**config.mk**
```make
export PLATFORM = sky130hd
export DESIGN_NAME = isolated_mismatch_snv_finder
export DESIGN_NICKNAME = d
export VERILOG_FILES = /design/src/sv/imsf_pkg.sv /design/src/sv/imsf_ram.sv /design/src/sv/isolated_mismatch_snv_finder.sv
export SDC_FILE = /design/constraint.sdc
export NUM_CORES = 1
export LEC_CHECK = 0
export ABC_AREA = 1
export ABC_CLOCK_PERIOD_IN_PS = 19200
export BUFFER_PORTS_ARGS = -buffer_cell sky130_fd_sc_hd__buf_2
export CAP_MARGIN = 10
export CORE_UTILIZATION = 45
export DETAILED_ROUTE_END_ITERATION = 6
export SETUP_SLACK_MARGIN = 0.05
export SYNTH_ARGS = -nofsm -noshare
export SYNTH_HDL_FRONTEND = slang
export SYNTH_SLANG_ARGS = --single-unit
```
**constraint.sdc**
```tcl
create_clock -name clk -period 19.2 [get_ports clk]
set_input_delay 0.96 -clock clk [delete_from_list [all_inputs] [get_ports clk]]
set_output_delay 0.96 -clock clk [all_outputs]
set_load 0.01 [all_outputs]
```
**src/sv/imsf_pkg.sv**
```systemverilog
`timescale 1ns / 1ps
// ------------------------------------------------------------------------
// Isolated mismatch SNV finder: package
// Sizes, field widths and item kind codes.
// ------------------------------------------------------------------------
package imsf_pkg;

  localparam int MAX_TUMOUR_LEN = 128;
  // healthy depth is a power of two: the offset add wraps by truncation
  localparam int HEALTHY_DEPTH  = 256;
  localparam int RESULT_LIMIT   = 64;

  localparam int TADDR_W = $clog2(MAX_TUMOUR_LEN);
  localparam int HADDR_W = $clog2(HEALTHY_DEPTH);
  localparam int LEN_W   = $clog2(MAX_TUMOUR_LEN + 1);
  localparam int CNT_W   = $clog2(RESULT_LIMIT + 1);

  localparam int KIND_W  = 2;
  localparam int INDEX_W = 8;
  localparam int BASE_W  = 2;
  localparam int OHANG_W = 7;
  localparam int TLEN_W  = 8;
  localparam int POS_W   = 7;

  localparam logic [KIND_W-1:0] KIND_LOAD_T = KIND_W'(0);
  localparam logic [KIND_W-1:0] KIND_LOAD_H = KIND_W'(1);
  localparam logic [KIND_W-1:0] KIND_EVAL   = KIND_W'(2);

endpackage

```
**src/sv/imsf_ram.sv**
```systemverilog
`timescale 1ns / 1ps
// ------------------------------------------------------------------------
// imsf_ram
// Simple dual-port RAM, one write and one read port, registered read.
// ------------------------------------------------------------------------
module imsf_ram #(
  parameter int W = 1,
  parameter int DEPTH = 2,
  localparam int AW = $clog2(DEPTH)
) (
  input  logic          clk,
  input  logic          we,
  input  logic [AW-1:0] waddr,
  input  logic [W-1:0]  wdata,
  input  logic          re,
  input  logic [AW-1:0] raddr,
  output logic [W-1:0]  rdata
);

  logic [W-1:0] mem [DEPTH];
  logic [W-1:0] rdata_r;

  always_ff @(posedge clk) begin
    if (we) begin
      mem[waddr] <= wdata;
    end
  end

  // read data holds while re is low
  always_ff @(posedge clk) begin
    if (re) begin
      rdata_r <= mem[raddr];
    end
  end

  assign rdata = rdata_r;

endmodule

```
**src/sv/isolated_mismatch_snv_finder.sv**
```systemverilog
`timescale 1ns / 1ps
// ------------------------------------------------------------------------
// isolated_mismatch_snv_finder
// Compares a loaded tumour read against a loaded healthy window and
// reports isolated single-base mismatches, or rejects the pair when two
// adjacent positions both mismatch.
// ------------------------------------------------------------------------
//
// Channel  Dir  Handshake             Word
// -------  ---  --------------------  -------------------------------------
// in_*     in   in_valid / in_ready   kind, index, base, strand, overhang,
//                                     tumour_length
// out_*    out  out_valid / out_ready snv_position, found, rejected, last
//
// Loads (tumour, healthy) and ignored kinds finish on acceptance, with the
// block left idle for the next word. An evaluate of length L (saturated
// to 2..128) runs a compare pass over the two base RAMs, then edge steps
// at 0 and L-1, a body pass over the isolation-flag RAM and a flush step.
// A rejection goes from the compare pass to the flush; the body pass is
// skipped for L = 2; the word limit cuts steps short. Each pass moves one
// RAM address per cycle while not stalled; the registered RAM read is
// the pacing element. Output stalls freeze the edge steps and body pass;
// the output register lets the last word wait while the next item is
// taken. Reset (rst_n low, synchronous) returns to idle, keeping RAM data.
// ------------------------------------------------------------------------
module isolated_mismatch_snv_finder (
  input  logic                        clk,
  input  logic                        rst_n,
  input  logic                        in_valid,
  output logic                        in_ready,
  input  logic [imsf_pkg::KIND_W-1:0]  in_kind,
  input  logic [imsf_pkg::INDEX_W-1:0] in_index,
  input  logic [imsf_pkg::BASE_W-1:0]  in_base,
  input  logic                        in_strand,
  input  logic [imsf_pkg::OHANG_W-1:0] in_overhang,
  input  logic [imsf_pkg::TLEN_W-1:0]  in_tumour_length,
  output logic                        out_valid,
  input  logic                        out_ready,
  output logic [imsf_pkg::POS_W-1:0]   out_snv_position,
  output logic                        out_found,
  output logic                        out_rejected,
  output logic                        out_last
);
  import imsf_pkg::*;

  typedef enum logic [5:0] {
    ST_IDLE  = 6'b000001,
    ST_SCAN  = 6'b000010,  // compare pass, builds isolation flags
    ST_EDGE0 = 6'b000100,  // position 0
    ST_EDGEL = 6'b001000,  // position L-1
    ST_BODY  = 6'b010000,  // positions 1..L-2 from the flag RAM
    ST_FLUSH = 6'b100000   // final word (last / empty / rejected)
  } state_t;

  state_t state_r, state_nxt;

  // evaluate parameters
  logic               strand_r;
  logic [OHANG_W-1:0] ohang_r;
  logic [LEN_W-1:0]   len_r;
  logic [LEN_W-1:0]   len_sat;
  logic [TADDR_W-1:0] len_m1, len_m2;

  // compare pass
  logic [TADDR_W-1:0] iss_cnt_r;
  logic               iss_done_r;
  logic               rv_r;
  logic [TADDR_W-1:0] rpos_r;
  logic               m0_r, m1_r, mp_r, mp2_r, rej_r;
  logic               scan_issue, mm, rej_hit, scan_last, iso_we, iso_bit;
  logic [TADDR_W-1:0] t_raddr, iso_waddr;
  logic [HADDR_W-1:0] h_raddr;
  logic [BASE_W-1:0]  t_rdata, h_rdata;
  logic               iso_rdata;

  // body pass
  logic [TADDR_W-1:0] bcnt_r, bpos_r;
  logic               bdone_r, brv_r, body_issue;

  // emit path: one pending position so the final one can carry last
  logic               pend_v_r;
  logic [TADDR_W-1:0] pend_pos_r;
  logic [CNT_W-1:0]   cnt_r;
  logic               cand_v, stall, take, hit_limit, out_free;
  logic [TADDR_W-1:0] cand_pos;

  // output register
  logic               out_valid_r, out_load;
  logic [POS_W-1:0]   out_pos_r, out_pos_nxt;
  logic               out_found_r, out_found_nxt;
  logic               out_rej_r, out_rej_nxt;
  logic               out_last_r, out_last_nxt;

  logic in_acc, eval_acc, t_we, h_we;

  assign in_ready = (state_r == ST_IDLE);
  assign in_acc   = in_valid & in_ready;
  assign eval_acc = in_acc && (in_kind == KIND_EVAL);
  assign t_we     = in_acc && (in_kind == KIND_LOAD_T) && (int'(in_index) < MAX_TUMOUR_LEN);
  assign h_we     = in_acc && (in_kind == KIND_LOAD_H) && (int'(in_index) < HEALTHY_DEPTH);

  always_comb begin
    if (int'(in_tumour_length) < 2) begin
      len_sat = LEN_W'(2);
    end else if (int'(in_tumour_length) > MAX_TUMOUR_LEN) begin
      len_sat = LEN_W'(MAX_TUMOUR_LEN);
    end else begin
      len_sat = LEN_W'(in_tumour_length);
    end
  end

  assign len_m1 = TADDR_W'(len_r - LEN_W'(1));
  assign len_m2 = TADDR_W'(len_r - LEN_W'(2));

  // ---- base stores --------------------------------------------------
  assign scan_issue = (state_r == ST_SCAN) && !iss_done_r;
  // reverse strand walks the tumour read from its far end
  assign t_raddr = strand_r ? TADDR_W'(len_m1 - iss_cnt_r) : iss_cnt_r;
  assign h_raddr = HADDR_W'(HADDR_W'(iss_cnt_r) + HADDR_W'(ohang_r));

  imsf_ram #(.W(BASE_W), .DEPTH(MAX_TUMOUR_LEN)) u_tumour_ram (
    .clk   (clk),
    .we    (t_we),
    .waddr (TADDR_W'(in_index)),
    .wdata (in_base),
    .re    (scan_issue),
    .raddr (t_raddr),
    .rdata (t_rdata)
  );

  imsf_ram #(.W(BASE_W), .DEPTH(HEALTHY_DEPTH)) u_healthy_ram (
    .clk   (clk),
    .we    (h_we),
    .waddr (HADDR_W'(in_index)),
    .wdata (in_base),
    .re    (scan_issue),
    .raddr (h_raddr),
    .rdata (h_rdata)
  );

  // complement of a 2-bit base code is its bitwise inverse
  assign mm        = (strand_r ? ~t_rdata : t_rdata) != h_rdata;
  assign rej_hit   = rv_r && (rpos_r != '0) && mm && mp_r;
  assign scan_last = rv_r && (rpos_r == len_m1);

  // body position rpos-1 is isolated once its right neighbour is known
  assign iso_bit   = !mp2_r && mp_r && !mm;
  assign iso_we    = rv_r && (rpos_r >= TADDR_W'(2));
  assign iso_waddr = TADDR_W'(rpos_r - TADDR_W'(1));

  // flag RAM: written only in SCAN, read only in BODY, so no overlap
  imsf_ram #(.W(1), .DEPTH(MAX_TUMOUR_LEN)) u_iso_ram (
    .clk   (clk),
    .we    (iso_we),
    .waddr (iso_waddr),
    .wdata (iso_bit),
    .re    (body_issue),
    .raddr (bcnt_r),
    .rdata (iso_rdata)
  );

  // ---- emit path ----------------------------------------------------
  always_comb begin
    cand_v   = 1'b0;
    cand_pos = '0;
    unique case (state_r)
      ST_EDGE0: begin
        cand_v = m0_r && !m1_r;
      end
      ST_EDGEL: begin
        cand_v   = mp_r && !mp2_r;
        cand_pos = len_m1;
      end
      ST_BODY: begin
        cand_v   = brv_r && iso_rdata;
        cand_pos = bpos_r;
      end
      default: begin
        cand_v = 1'b0;
      end
    endcase
  end

  assign out_free   = !out_valid_r || out_ready;
  assign stall      = cand_v && pend_v_r && !out_free;
  assign take       = cand_v && !stall;
  assign hit_limit  = take && (cnt_r == CNT_W'(RESULT_LIMIT - 1));
  assign body_issue = (state_r == ST_BODY) && !bdone_r && !stall && !hit_limit;

  always_comb begin
    out_load      = 1'b0;
    out_pos_nxt   = POS_W'(pend_pos_r);
    out_found_nxt = 1'b1;
    out_rej_nxt   = 1'b0;
    out_last_nxt  = 1'b0;
    if (take && pend_v_r) begin
      out_load = 1'b1;
    end else if ((state_r == ST_FLUSH) && out_free) begin
      out_load     = 1'b1;
      out_last_nxt = 1'b1;
      if (!pend_v_r) begin
        // empty or rejected evaluation
        out_pos_nxt   = '0;
        out_found_nxt = 1'b0;
        out_rej_nxt   = rej_r;
      end
    end
  end

  // ---- sequencer ----------------------------------------------------
  always_comb begin
    state_nxt = state_r;
    unique case (state_r)
      ST_IDLE: begin
        if (eval_acc) state_nxt = ST_SCAN;
      end
      ST_SCAN: begin
        if (scan_last) state_nxt = (rej_r || rej_hit) ? ST_FLUSH : ST_EDGE0;
      end
      ST_EDGE0: begin
        if (!stall) state_nxt = hit_limit ? ST_FLUSH : ST_EDGEL;
      end
      ST_EDGEL: begin
        if (!stall) begin
          state_nxt = (hit_limit || (len_r == LEN_W'(2))) ? ST_FLUSH : ST_BODY;
        end
      end
      ST_BODY: begin
        if (hit_limit || (brv_r && !stall && (bpos_r == len_m2))) state_nxt = ST_FLUSH;
      end
      ST_FLUSH: begin
        if (out_free) state_nxt = ST_IDLE;
      end
      default: begin
        state_nxt = ST_IDLE;
      end
    endcase
  end

  // control registers
  always_ff @(posedge clk) begin
    if (!rst_n) begin
      state_r     <= ST_IDLE;
      iss_done_r  <= 1'b0;
      rv_r        <= 1'b0;
      rej_r       <= 1'b0;
      bdone_r     <= 1'b0;
      brv_r       <= 1'b0;
      pend_v_r    <= 1'b0;
      cnt_r       <= '0;
      iss_cnt_r   <= '0;
      bcnt_r      <= '0;
      out_valid_r <= 1'b0;
    end else begin
      state_r <= state_nxt;

      if (eval_acc) begin
        iss_cnt_r  <= '0;
        iss_done_r <= 1'b0;
        rv_r       <= 1'b0;
        rej_r      <= 1'b0;
        bcnt_r     <= TADDR_W'(1);
        bdone_r    <= 1'b0;
        brv_r      <= 1'b0;
        pend_v_r   <= 1'b0;
        cnt_r      <= '0;
      end

      if (state_r == ST_SCAN) begin
        rv_r <= scan_issue;
        if (scan_issue) begin
          iss_cnt_r  <= iss_cnt_r + TADDR_W'(1);
          iss_done_r <= (iss_cnt_r == len_m1);
        end
        if (rej_hit) rej_r <= 1'b1;
      end

      if ((state_r == ST_BODY) && !stall) begin
        brv_r <= body_issue;
        if (body_issue) begin
          bcnt_r  <= bcnt_r + TADDR_W'(1);
          bdone_r <= (bcnt_r == len_m2);
        end
      end

      if (take) begin
        pend_v_r <= 1'b1;
        cnt_r    <= cnt_r + CNT_W'(1);
      end

      if (out_load) begin
        out_valid_r <= 1'b1;
      end else if (out_ready) begin
        out_valid_r <= 1'b0;
      end
    end
  end

  // payload registers
  always_ff @(posedge clk) begin
    if (eval_acc) begin
      strand_r <= in_strand;
      ohang_r  <= in_overhang;
      len_r    <= len_sat;
    end
    if (scan_issue) begin
      rpos_r <= iss_cnt_r;
    end
    if ((state_r == ST_SCAN) && rv_r) begin
      mp_r  <= mm;
      mp2_r <= mp_r;
      if (rpos_r == TADDR_W'(0)) m0_r <= mm;
      if (rpos_r == TADDR_W'(1)) m1_r <= mm;
    end
    if (body_issue) begin
      bpos_r <= bcnt_r;
    end
    if (take) begin
      pend_pos_r <= cand_pos;
    end
    if (out_load) begin
      out_pos_r   <= out_pos_nxt;
      out_found_r <= out_found_nxt;
      out_rej_r   <= out_rej_nxt;
      out_last_r  <= out_last_nxt;
    end
  end

  assign out_valid        = out_valid_r;
  assign out_snv_position = out_pos_r;
  assign out_found        = out_found_r;
  assign out_rejected     = out_rej_r;
  assign out_last         = out_last_r;

endmodule

```
==> results of run 1 <==
## worst max-delay path by stage
| stage | slack, ps | startpoint | depth (start not counted) | to |
|---|---|---|---|---|
| 2_1_floorplan | 12340 | strand_r | 5 | u_iso_ram.mem[0] |
| 4_1_cts | 14710 | iss_cnt_r[0] | 14 | u_healthy_ram.rdata[0] |
| 6_report | 14590 | iss_cnt_r[0] | 14 | u_healthy_ram.rdata[1] |
| 3_3_place_gp | 14820 | iss_cnt_r[0] | 14 | u_healthy_ram.rdata[0] |
| 3_5_place_dp | 14770 | iss_cnt_r[0] | 14 | u_healthy_ram.rdata[0] |
| 5_1_grt | 14270 | iss_cnt_r[0] | 14 | u_healthy_ram.rdata[1] |
## per-layer routing
metal | vias up | part of all wire (%)
met5 | - | 0.058
met4 | 10 | 2.4
met3 | 181 | 6.6
met2 | 978 | 47
met1 | 15690 | 44
li1 | 15600 | -
## cells in the final DEF (no fill, tap or decap), types with 16 or more instances in the layout
cell type  count
bufinv_16     16
nor2_1       791
buf_4         46
nand2_2       20
nand3_1      531
dfxtp_1       33
o22ai_1       16
clkinv_1      21
o211ai_1      26
inv_1        505
buf_2         41
ha_1          23
nand2_1     1338
edfxtp_1     952
clkbuf_16    107
a21oi_1       43
clkbuf_1      21
o21ai_0      164
clkinv_2      19
## logic make-up after synthesis
kind of cell               count (synthesis)  share of synthesized area (%)
AOI/OAI and AO/OA                        270                          3.256
xor gates and xnor gates                  22                         0.4892
adders and majority gates                 26                         0.7518
buffers and inverters                    743                          6.324
DFF                                      986                          64.65
and+or+nand+nor                         2728                          24.53
## power groups by stage
| stage | clock, uW | sequential, uW | combinational (uW) |
|---|---|---|---|
| global placement | 0 | 2420 | 493 |
| CTS | 2140 | 2370 | 498 |
| finish | 2100 | 2370 | 497 |
| detailed placement | 0 | 2420 | 495 |
| global route | 2210 | 2370 | 557 |
| floorplan | 0 | 2410 | 328 |
## cell type report
type | instances | area (um2)
tap | 1287 | 1610
timing repair buffer | 90 | 600.6
fill | 9173 | 48780
sequential | 986 | 29270
clock buffer | 134 | 2839
clock inverter | 62 | 749.5
multi-input combinational | 3046 | 13220
inverter | 511 | 1926
## critical path: cells and delay by family (launching register included)
kind                       cells  cell delay (ps)
buffers and inverters          2             1500
adders and majority gates      2             1120
and+or+nand+nor                8              730
DFF                            1              560
AOI/OAI and AO/OA              2              420
## registers in the layout, summed over array words and instances (netlist names), 8 cells and up
| name | count |
|---|---|
| len_r | 8 |
| u_iso_ram.mem | 128 |
| u_healthy_ram.mem | 512 |
| u_tumour_ram.mem | 256 |
## metrics by stage
stage	worst slack [ps]	power [uW]
floorplan	12340	2742
global placement	14820	2909
detailed placement	14770	2912
CTS	14710	5004
global route	14270	5138
finish	14590	4973
==> metrics.cfg, run 1 <==
[routing]
via_per_inst = 5.306
wl_per_cell_um = 19.07
drtIter0Drc = 3329
vias = 32450
ant_nets = 0
drt_wl_total_um = 116600
drc_errors = 0
drtPass1Iterations = 6

[timing]
min_period_over_period_pct = 24.03
slew_headroom_pct = 18.25
fin_crit_ps = 4614
slew_violations = 0
max_slew.worst_pin.slew_ps = 1226
finalSetupTns_ps = 0
hold_slack_ps = 468.6
final-setup-viol-count = 0
rsz0062_at_grt = no
skew_ps = 20.54
hold_viol = 0
max_freq_ghz = 0.2167

[global_routing]
grt_util_met2_pct = 37.14
top_usage_layer = met2
antenna_found_initial = 8
groute.usage.overall_pct = 22.76
grt_pass1_vias = 30860
grt_max_degree = 185
use_met3_pct = 3.137
gr-total-overflow = 0
grt_pass1_wl_um = 178700
use_met1_pct = 31.55

[cts]
clockBufferDepth = 3
clkTransAtPathRegs_ps = 60
cts.repair.resized = 0
htreeDepth = 3
holdBufCountCts = 0
post_cts.repair.setup_buffers = 0
cts_tree = built
insertion_delay_ps = 680
clockRootBuffer = clkbuf_16
clock_sinks = 986
cts_made_buffers = 105

[setup_path]
r2r-start = iss_cnt_r[0]
cp.required_ps = 19740
path_max_fanout = 74
start_kind = flop
ff2ff_setup_slack_ps = 14590
cpMaxStageDelayCell = fa_4
max_stage_delay_ps = 910
crit_path_cell_trace = ha_4, fa_4, inv_4, buf_4, o21ai_0, o21ai_0, nand2_1, nand3_1, nand3_1, nand3_1, nand3_1, nand2_1, nand2_1, nand2_1
crit_type = flop to flop
rr_endpoint = u_healthy_ram.rdata[1]
crit_arrival_ps = 5150
end_kind = flop
reg2reg_depth = 14

[worst_hold_path]
hold_end = bdone_r
hp-start = bdone_r
hold_depth = 2
hp-class = flop to flop

[synthesis]
synth_area_leader_cell = edfxtp_1
syn-num-nets = 4833
synth_edf_count = 952
yosys_most_used_dff = edfxtp_1
seq_area_frac_synth_pct = 64.65
synthTopCellsByCount = nand2_1 (1343), edfxtp_1 (952), nor2_1 (791), nand3_1 (531), inv_1 (505)
synth.yosys.warnings = 0
synth_area_leaders = edfxtp_1 (63%), nand2_1 (11%), nor2_1 (6.6%)
netlist_instances = 4775
synth_top_area_share_pct = 63.15
ys_seq_elements = 986
synth.cell_area_um2 = 45270
yosysUniqueCellTypes = 43
synthArstFlopShare_pct = 0
yosysMostFrequentCell = nand2_1
syn_area_per_cell_um2 = 9.481

[flow_run]
cap_viol_max_count = 0

[finish]
antennaDiodeCount = 0
utilization_pct = 50.73
syn2layout_area_growth_pct = 10.93
drive_above_1_share_pct = 6.047
stdcell_count = 6116
nets = 4798
design_area_um2 = 50220

[power_and_ir_drop]
power_density_nw_per_um2 = 99.03
p_leak_uw = 0.01946
p_int_uw = 3755
p_sw_share_pct = 24.50
peakVddDrop_mv = 0.06821
comb_power_share_pct = 10.0
clock_power_share_pct = 42.3
p_switching_uw = 1219
seq_power_share_pct = 47.7

[placement]
placedCellCount = 5920
placed_area_um2 = 46630
port_buffers = 43
dp_hpwl_um = 64650
routabilityCongestion = 0.8561

[floorplan]
die_y_um = 319.2
die-area_um2 = 101900
rows = 115
coreArea_um2 = 98990
io-pin-count = 44
initial_core_util_pct = 45.73
die_w_um = 319.2

[run_status]
status = finished clean

Note: power is estimated with default switching activity, not from simulation.
==> run 2: changes to the inputs <==
Settings changed: ABC_AREA 1 to 0, ABC_CLOCK_PERIOD_IN_PS 19200 to 4600.
Clock period 19.2 ns to 4.6 ns, I/O delays scaled along.
==> run 2 against run 1 <==
Compared with the run above:
- via count fell by 25%
- hold slack got worse by 340 ps
- core utilization rose by 0.56 points
- wire length fell by 15%
- critical endpoint is now u_tumour_ram.rdata[0]
- largest cell class unchanged
==> metrics.cfg, run 2 <==
[timing]
rsz0062_at_grt = no
slew_violations = 0
max_slew.worst_pin.slew_ps = 1209
fin_crit_ps = 4180
hold_viol = 0
finalSetupTns_ps = 0
skew_ps = 22.04
min_period_over_period_pct = 90.87
slew_headroom_pct = 19.40
max_freq_ghz = 0.2392
final-setup-viol-count = 0

[finish]
stdcell_count = 4251
final_common_cell = edfxtp_1
utilization_pct = 51.29
multiInputGateArea_um2 = 12170
top_register = u_healthy_ram.mem
antennaDiodeCount = 0
drive_above_1_share_pct = 15.89
largest_reg_flops = 512
seqCellArea_um2 = 29270
top_regs = u_healthy_ram.mem x512, u_tumour_ram.mem x256, u_iso_ram.mem x128
design_area_um2 = 47300
syn2layout_area_growth_pct = 12.20
nets = 2983
nFillCells = 7704
mostFrequentLayoutCells = edfxtp_1 (952), nor2_1 (564), nand2_1 (362), mux4_2 (202), clkbuf_16 (107)

[power_and_ir_drop]
power_density_nw_per_um2 = 391.1
peakVddDrop_mv = 0.3028
p_leak_uw = 0.01496

[floorplan]
die_w_um = 308.1
rows = 111
die-area_um2 = 94910
die_y_um = 308.1
io-pin-count = 44
initial_core_util_pct = 45.71
coreArea_um2 = 92220

[routing]
vias = 24270
met2_length_um = 49450
via_per_inst = 5.709
wl_per_cell_um = 23.39
drc_errors = 0
ant_nets = 0
highest_layer = met5
wl_met1_um = 42190
drtIter0Drc = 2516
drtPass1Iterations = 6
dr_wl_met3_um = 5617
drt_wl_total_um = 99440

[synthesis]
synthTopCellsByCount = edfxtp_1 (952), nor2_1 (564), nand2_1 (362), mux4_2 (202), clkbuf_1 (93)
syn_area_per_cell_um2 = 14.70
synthArstFlopShare_pct = 0
yosysMostFrequentCell = edfxtp_1
synth_edf_count = 952
syn-num-nets = 2926
yosys_most_used_dff = edfxtp_1
synth_area_leader_cell = edfxtp_1
yosysUniqueCellTypes = 65
synth.cell_area_um2 = 42160
ys_seq_elements = 986
synth_area_leaders = edfxtp_1 (68%), mux4_2 (11%), nor2_1 (5.0%)
synth.yosys.warnings = 0
synth_top_area_share_pct = 67.81
netlist_instances = 2868
seq_area_frac_synth_pct = 69.43

[setup_path]
crit_path_cell_trace = inv_1, ha_1, a21boi_0, xnor2_1, inv_1, ha_1, o21a_1, o31a_1, a211oi_1, buf_4, or2_4, mux2i_1, mux2i_1, o221a_2, a32o_1
r2r-start = len_r[1]
cp.required_ps = 5030
max_stage_delay_ps = 480
path_max_fanout = 21
ff2ff_setup_slack_ps = 420
reg2reg_depth = 15
crit_type = flop to flop
end_kind = flop
start_kind = flop
cpMaxStageDelayCell = edfxtp_1
rr_endpoint = u_tumour_ram.rdata[0]
crit_arrival_ps = 4610

[placement]
placedCellCount = 4045
placed_area_um2 = 43940
port_buffers = 43
dp_hpwl_um = 57440
routabilityCongestion = 0.8108

[global_routing]
grt_max_degree = 192
grt_pass1_wl_um = 151700
gr-total-overflow = 0
antenna_found_initial = 3
groute.usage.overall_pct = 21.24
grt_pass1_vias = 25060

[cts]
htreeDepth = 3
cts_made_buffers = 103
insertion_delay_ps = 670
clock_sinks = 986
clkTransAtPathRegs_ps = 60
clockRootBuffer = clkbuf_16
post_cts.repair.setup_buffers = 0
cts_tree = built
clockBufferDepth = 3

[worst_hold_path]
hold_depth = 5
hp-class = input pin to flop
hp-start = in_kind[1]
hold_end = bdone_r

[run_status]
status = finished clean

[flow_run]
cap_viol_max_count = 0

[run 2: cell count changes after synthesis, sizes merged, moves of 19 or more]
cell    change
a31oi      +32
inv       -477
and3       +48
clkbuf     -62
nor2      -228
o21ai     -139
nor2b      +36
o211ai     -24
a21oi      -19
nand3     -450
mux2i      +53
xnor2      +28
nand2     -989
mux4      +202
[run 2: routing by layer]
layer,vias to the layer above,global-route usage (%)
met5,-,0
met4,2,5.600
met3,152,3.243
met2,743,35.59
met1,12530,28.99
li1,10840,-
[run 2: power by group]
part           total (uW)  internal, uW  switching [uW]
Sequential           9840          9830            14.6
Combinational         777           279             498
Clock                7880          4500            3380
Total               18500         14600            3890
[run 2: timing repair]
action,4_1_cts,5_1_grt
hold buffers,18,0
setup endpoints to repair,0,1
hold endpoints to repair,19,0
resized for setup,0,1
[run 2: area by class of cell]
cell class                      instances  share of cell area (%)
Clock buffer                          125                   5.804
Clock inverter                         63                  0.9153
Inverter                               31                  0.2460
Multi-Input combinational cell       1686                   25.73
Sequential cell                       986                   61.88
Tap cell                             1243                   3.288
Timing Repair Buffer                  117                   2.137
[run 2: logic make-up after synthesis]
logic type / count (synthesis) / synth area share, %
simple gates: 1180 / 11.87
flops: 986 / 69.43
mux: 258 / 12.13
buf+inv: 196 / 1.941
compound gates: 170 / 2.742
xor+xnor: 52 / 1.080
fa+ha+maj: 26 / 0.8073
[run 2: worst max path at each step]
stage | depth (start not counted) | slack [ps] | endpoint | start
global route | 15 | 210 | u_tumour_ram.rdata[0] | len_r[1]
CTS | 15 | 230 | u_tumour_ram.rdata[0] | len_r[1]
global placement | 15 | 360 | u_tumour_ram.rdata[0] | len_r[1]
finish | 15 | 420 | u_tumour_ram.rdata[0] | len_r[1]
detailed placement | 15 | 260 | u_tumour_ram.rdata[0] | len_r[1]
floorplan | 16 | 920 | u_tumour_ram.rdata[0] | len_r[1]
[run 2: critical path, delay by kind of cell, from the launching register on]
kind | cells | cell delay, ps
compound gates | 6 | 1250
fa+ha+maj | 2 | 620
mux | 2 | 570
flops | 1 | 480
buf+inv | 3 | 440
simple gates | 1 | 360
xor+xnor | 1 | 210
[run 2: per-stage QoR]
step	hold WS [ps]	power (uW)	worst slack, ps
after floorplan	328.9	10460	923.4
after global placement	410.4	10790	361.4
after detailed placement	413.4	10800	261.2
after CTS	96.92	18630	231.6
after global routing	142.4	19030	209.8
final	132.8	18500	420.2
